===== config.mk =====
export PLATFORM = sky130hd
export DESIGN_NAME = sctile_decode
export DESIGN_NICKNAME = d
export VERILOG_FILES = /design/src/rtl/core/sctile_pkg.sv /design/src/rtl/core/sctile_decode.sv
export SDC_FILE = /design/constraint.sdc
export NUM_CORES = 1
export LEC_CHECK = 0
export ABC_AREA = 1
export BUFFER_PORTS_ARGS = -buffer_cell sky130_fd_sc_hd__buf_2
export CAP_MARGIN = 30
export CORE_MARGIN = 3
export CORE_UTILIZATION = 40
export DETAILED_ROUTE_END_ITERATION = 12
export PLACE_DENSITY = 0.68
export RECOVER_POWER = 25
export SYNTH_ARGS = -nofsm -noshare
export SYNTH_HDL_FRONTEND = slang
export SYNTH_SLANG_ARGS = --single-unit

===== constraint.sdc =====
create_clock -name vclk -period 6.46
set_clock_uncertainty 0.05 [all_clocks]
set_input_delay 0.969 -clock vclk [all_inputs]
set_output_delay 0.969 -clock vclk [all_outputs]
set_load 0.05 [all_outputs]

===== src/rtl/core/sctile_pkg.sv =====
// Shared types and constants for the sparse chunked tile store.
// No dependencies; used by sctile_decode and sparse_chunked_tile_store_top.
package sctile_pkg;

  localparam int SHIFT_W  = 3;
  localparam int SPAN_W   = 5;
  localparam int VAL_W    = 8;
  localparam int STATUS_W = 2;
  localparam int CIDX_W   = 2 * SPAN_W;

  localparam logic [SHIFT_W-1:0] SHIFT_RST    = 3'd4;
  localparam logic [SPAN_W-1:0]  ACROSS_RST   = 5'd16;
  localparam logic [SPAN_W-1:0]  DOWN_RST     = 5'd16;
  localparam logic [VAL_W-1:0]   BLOCKING_RST = 8'd1;

  typedef enum logic [1:0] {
    CFG_CHUNK_SHIFT    = 2'd0,
    CFG_CHUNKS_ACROSS  = 2'd1,
    CFG_CHUNKS_DOWN    = 2'd2,
    CFG_BLOCKING_VALUE = 2'd3
  } cfg_idx_t;

  typedef enum logic [STATUS_W-1:0] {
    ST_OK        = 2'd0,
    ST_OUTSIDE   = 2'd1,
    ST_POOL_FULL = 2'd2
  } status_t;

endpackage


===== src/rtl/core/sctile_decode.sv =====
// Coordinate decode: chunk index, in-chunk tile offset and map bounds check.
// Depends on sctile_pkg.
module sctile_decode #(
  parameter int MAX_CHUNKS      = 256,
  parameter int MAX_CHUNK_SHIFT = 4,
  parameter int COORD_BITS      = 12
) (
  input  logic [COORD_BITS-1:0]           row,
  input  logic [COORD_BITS-1:0]           col,
  input  logic [sctile_pkg::SHIFT_W-1:0]  chunk_shift,
  input  logic [sctile_pkg::SPAN_W-1:0]   chunks_across,
  input  logic [sctile_pkg::SPAN_W-1:0]   chunks_down,
  output logic                            outside,
  output logic [sctile_pkg::CIDX_W-1:0]   cidx,
  output logic [2*MAX_CHUNK_SHIFT-1:0]    offset
);

  localparam int OFF_W = 2 * MAX_CHUNK_SHIFT;
  localparam int CMP_W = COORD_BITS + 1;

  logic [sctile_pkg::SHIFT_W-1:0] sh;
  logic [COORD_BITS-1:0]          crow;
  logic [COORD_BITS-1:0]          ccol;
  logic [OFF_W-1:0]               lowmask;
  logic [OFF_W-1:0]               row_lo;
  logic [OFF_W-1:0]               col_lo;
  logic                           row_out;
  logic                           col_out;
  logic                           idx_out;

  always_comb begin
    sh = (chunk_shift > sctile_pkg::SHIFT_W'(MAX_CHUNK_SHIFT)) ?
         sctile_pkg::SHIFT_W'(MAX_CHUNK_SHIFT) : chunk_shift;
    crow    = row >> sh;
    ccol    = col >> sh;
    row_out = CMP_W'(crow) >= CMP_W'(chunks_down);
    col_out = CMP_W'(ccol) >= CMP_W'(chunks_across);
    cidx    = sctile_pkg::CIDX_W'(crow) * sctile_pkg::CIDX_W'(chunks_across)
              + sctile_pkg::CIDX_W'(ccol);
    idx_out = 32'(cidx) >= 32'(MAX_CHUNKS);
    outside = row_out | col_out | idx_out;
    lowmask = ~({OFF_W{1'b1}} << sh);
    row_lo  = OFF_W'(row) & lowmask;
    col_lo  = OFF_W'(col) & lowmask;
    offset  = (row_lo << sh) + col_lo;
  end

endmodule

==> impl_metrics.yaml, run 1 <==
synth:
  synthDistinctLibCells: 41
  synth.top_cell.area_share_pct: 18.5
  synth_top_cell_by_area: "fa_1"
  synth_cells: 451
  synth_area_per_cell_um2: 6.23
  yosys-top-cells-area: "fa_1 19%, nand2_1 15%, ha_1 13%"
  synth-warning-count: 0
  syn_area_um2: 2810
  yosysSeqAreaShare_pct: 0
die:
  ios: 56
  chipHeight_um: 89.8
  dieArea_um2: 8060
  die_w_um: 89.8
  start_util_pct: 42.8
  rows: 29
  core_area_um2: 6570
placement:
  globalplace.congestion: 0.929
  hpwl_um: 6350
  dp_slack_ns: 0.00155
  numPortBuffers: 56
global_routing:
  grt_max_degree: 32
  grt_first_pass_wirelength_um: 13000
  track_usage_pct: 18.2
  antenna_found_initial: 0
  grt_pass1_vias: 2903
  overflow: 0
layout:
  seq_cell_count: 0
  diodes: 0
  drive_gt1_share_pct: 22.2
  final_cell_mix: "111 x nand2_1, 90 x inv_1, 52 x buf_2"
  seq_area_um2: 0
  fin_nets: 604
  nClkBuffers: 0
  final_common_cell: "nand2_1"
  syn_to_final_growth_pct: 16.7
worst_setup_path:
  critPathKind: "in2out"
  cp.depth: 22
  cp-end-kind: "primary output"
  cp_top_family: "adder cells"
  worstPathRequired_ns: 5.44
  critical_path_buf_inv_count: 7
  max_stage_delay_ns: 0.57
  worst_ep_arrival_time_ns: 5.18
  cp-start-kind: "input port"
  crit_top_cell: "nand2_1"
  path_max_fanout: 14
  cpMaxStageDelayCell: "fa_1"
  critical_path.cell_chain: "clkbuf_4, buf_4, nor2_4, buf_4, nand3_1, nand3_2, nand2_1, fa_1, fa_1, fa_1, inv_1, ha_1, a21oi_1, o21ai_0, a31oi_2, inv_1, nand2_1, nand2_1, inv_1, nand3_2, nand2_1, clkbuf_4"
cts:
  cts.hold.buffers_added: 0
timing:
  min_period_ns: 6.20
  setup_viol: 0
  drv_slew: 0
  finalCritPeriodShare_pct: 95.9
  hold_viol: 0
  fmax_ghz: 0.161
  rsz0062_at_grt: "true"
  fin_ws_ns: 0.264
  fin_hold_ws_ns: 2.36
  setup_tns_ns: 0
power:
  leakage_nw: 1.91
  peakVddDrop_v: 0.000348
  powerDensity_nw_per_um2: 351
routing:
  drt_iter0_drc: 139
  vias: 2965
  antenna_left: 0
  drc: 0
  routed_wl_um: 7400
  post_drt_wl_per_cell_um: 12.3
  drt-vias-per-instance: 4.92
  firstDrtPassIters: 5
outcome:
  outcome: "complete, no violations"
min_path:
  holdPathStages: 4
  hp-class: "in2out"
job:
  drv_cap: 0
final timing paths:
| path | from | to | slack (ns) |
|---|---|---|---|
| max | chunk_shift[2] | cidx[9] | 0.26 |
| min | row[3] | offset[7] | 2.36 |
report_power, final:
part	total (W)	switching [W]	internal, W
logic	0.00115	0.000793	0.000357
clock network	0	0	0
registers	0	0	0
logic make-up after synthesis:
logic type	after synthesis	synth area share, %
xor gates and xnor gates	13	4.05
buffers and inverters	110	17.2
other	1	0.134
and+or+nand+nor	229	37.6
AOI/OAI and AO/OA	43	9.58
adders and majority gates	55	31.4
synth_stat cells (2+ instances only):
master,instances
nand2_1,111
inv_1,91
nor2_1,42
nand3_1,41
ha_1,29
fa_1,26
a21oi_1,12
o21ai_0,11
nand2_2,10
xor2_1,9
nand3_2,7
buf_6,5
o21ai_1,5
buf_2,4
nor3_1,4
xnor2_1,4
a21boi_0,3
clkbuf_1,3
inv_2,3
nand4_1,3
nor2_4,3
inv_6,2
nand3b_1,2
nor2_2,2
o211ai_1,2
o21ai_2,2
metrics by stage:
| step | cell area (um^2) | power [W] | util, % | cells |
|---|---|---|---|---|
| global placement | 3190 | 0.00112 | 48.5 | 598 |
| detailed placement | 3190 | 0.00113 | 48.5 | 598 |
| CTS | 3190 | 0.00114 | 48.6 | 598 |
| finish | 3280 | 0.00115 | 49.9 | 603 |
| global route | 3280 | 0.00127 | 49.9 | 603 |
| floorplan | 2840 | 0.000926 | - | 454 |
final cells by class:
cell class         count  area (um^2)
multi-input cells    345         2400
fillers              710         3290
well taps             93          116
inverters             97          379
repair buffers        68          380
what timing repair did:
item,4_1_cts,5_1_grt
endpoints found under the setup margin,1,3
gates resized for setup,1,17
setup buffers,0,4
pin swaps,0,5
cloned,0,1
per-layer routing:
metal	vias to the layer above	global-route usage (%)	share of wire [%]
met4	0	2.17	0.97
met1	1353	26.0	46
li1	1513	-	-
met3	8	0.501	4.9
met5	-	0	0
met2	91	31.8	48
Power figures use the tool's default switching activity.
==> run 2: changes to the inputs <==
PLACE_DENSITY = 0.65   (was 0.68)
==> run 2 against run 1 <==
  * Setup slack better by 0.034 ns
  * Die area stayed put
  * Power is 2.7% higher
  * Maximum frequency is 0.55% higher
  * Final area is 0.34% lower
  * Sequential share of layout area stayed put
  * Flip-flop and latch count stayed put
  * Wire length is 0.63% lower
  * Global-route usage is 0.12 points higher
  * Cell count is 0.33% lower
  * Worst hold slack worse by 0.016 ns
  * First-iteration DRC count is 27% higher
  * Critical path type unchanged
==> impl_metrics.yaml, run 2 (synthesis results as in run 1) <==
placement:
  hpwl_um: 6360
  dp.cells: 601
  numPortBuffers: 56
  globalplace.congestion: 0.887
die:
  core_area_um2: 6570
  rows: 29
  chipHeight_um: 89.8
  start_util_pct: 42.8
  die_w_um: 89.8
  ios: 56
  dieArea_um2: 8060
worst_setup_path:
  critPathKind: "in2out"
  cp-end-kind: "primary output"
  worstPathRequired_ns: 5.44
  path_max_fanout: 25
  cpMaxStageDelayCell: "fa_1"
  cp_top_family: "adder cells"
  worst_ep_arrival_time_ns: 5.14
  max_stage_delay_ns: 0.55
  critical_path.cell_chain: "clkbuf_4, inv_6, nand2_8, buf_4, o21ai_1, nor2_1, nor3_1, inv_1, fa_1, fa_1, fa_1, inv_1, ha_2, nand2_1, o21ai_1, a21oi_1, nor2_1, nor2_2, xnor2_4, nor2_1, nand3_1, buf_6"
  critical_path_buf_inv_count: 6
  cp-start-kind: "input port"
power:
  internal_power_w: 0.000374
  leakage_nw: 1.88
  powerDensity_nw_per_um2: 361
  switchingPower_w: 0.000807
  combPwrFrac_pct: 100.0
  clkPwrFrac_pct: 0
  peakVddDrop_v: 0.000392
  pwr-share-seq_pct: 0
  p_sw_share_pct: 68.3
routing:
  drc: 0
  routed_wl_um: 7360
  drt_iter0_drc: 177
  post_drt_wl_per_cell_um: 12.2
  drt-vias-per-instance: 4.85
  vias: 2917
  firstDrtPassIters: 5
  antenna_left: 0
layout:
  syn_to_final_growth_pct: 16.3
  fin_nets: 602
  seq_cell_count: 0
  fillers: 700
  drive_gt1_share_pct: 22.0
  seq_area_um2: 0
  final_common_cell: "nand2_1"
  final_core_util_pct: 49.8
  nClkBuffers: 0
  layoutNonFillerInstCount: 601
  diodes: 0
  final_cell_mix: "111 x nand2_1, 88 x inv_1, 50 x buf_2"
global_routing:
  antenna_found_initial: 0
  track_usage_pct: 18.4
  overflow: 0
  grt_max_degree: 26
  grt_pass1_vias: 2862
  grt_first_pass_wirelength_um: 12900
outcome:
  outcome: "complete, no violations"
timing:
  finalCritPeriodShare_pct: 95.4
  slew_headroom_pct: 60.4
  tightest_slew_ns: 0.596
  setup_viol: 0
  drv_slew: 0
  fmax_ghz: 0.162
  hold_viol: 0
  min_period_ns: 6.16
job:
  drv_cap: 0
min_path:
  min_from: "row[3]"
  holdPathStages: 4
  whs_endpoint: "offset[7]"
  hp-class: "in2out"
cts:
  cts_setup_buffers: 0
-- run 2: changes by cell type in the layout (fill, tap and decap cells not counted), moves of 2 or more --
cell,change
clkbuf_1,+2
buf_2,-2
buf_4,-2
inv_1,-2
inv_2,+2
nand3_2,-2
ha_1,-2
nand3_1,+2
-- run 2: timing repair --
item,CTS,global route
resized for setup,0,21
hold buffers,0,0
setup endpoints to repair,0,3
-- run 2: worst max-delay path by stage --
stage | start | to | slack (ns) | cells past startpoint
2_1_floorplan | chunk_shift[2] | outside | 0.06 | 26
3_3_place_gp | chunk_shift[0] | outside | 0.13 | 23
3_5_place_dp | chunk_shift[0] | outside | 0.05 | 24
4_1_cts | chunk_shift[0] | outside | 0.04 | 23
5_1_grt | chunk_shift[2] | cidx[9] | -0.002 | 23
6_report | chunk_shift[2] | outside | 0.30 | 22
-- run 2: per-layer routing --
metal / GRT usage, % / routed length (um) / vias up
met4: 0.511 / 27 / 0
met3: 0.417 / 365 / 4
met5: 0 / 0 / -
li1: - / - / 1506
met2: 32.7 / 3470 / 75
met1: 26.3 / 3490 / 1332
-- run 2: power groups by stage --
stage	Combinational (W)	Clock, W	Sequential, W
2_1_floorplan	0.000926	0	0
3_3_place_gp	0.00112	0	0
3_5_place_dp	0.00113	0	0
4_1_cts	0.00114	0	0
5_1_grt	0.00130	0	0
6_report	0.00118	0	0
-- run 2: area by class of cell --
| class | instances | area, um^2 | share of cell area, % |
|---|---|---|---|
| Inverter | 97 | 377 | 11.5 |
| Multi-Input combinational cell | 344 | 2400 | 73.5 |
| Tap cell | 93 | 116 | 3.56 |
| Timing Repair Buffer | 67 | 374 | 11.4 |
-- run 2: stage by stage --
step                      setup slack [ns]  power, W   TNS, ns  hold WS [ns]  cell area [um^2]
after floorplan                     0.0603  0.000926         0          2.27              2840
final                                0.298   0.00118         0          2.34              3270
after CTS                           0.0420   0.00114         0          2.34              3210
after global routing              -0.00229   0.00130  -0.00229          2.37              3270
after detailed placement            0.0472   0.00113         0          2.34              3210
after global placement               0.127   0.00112         0          2.34              3210
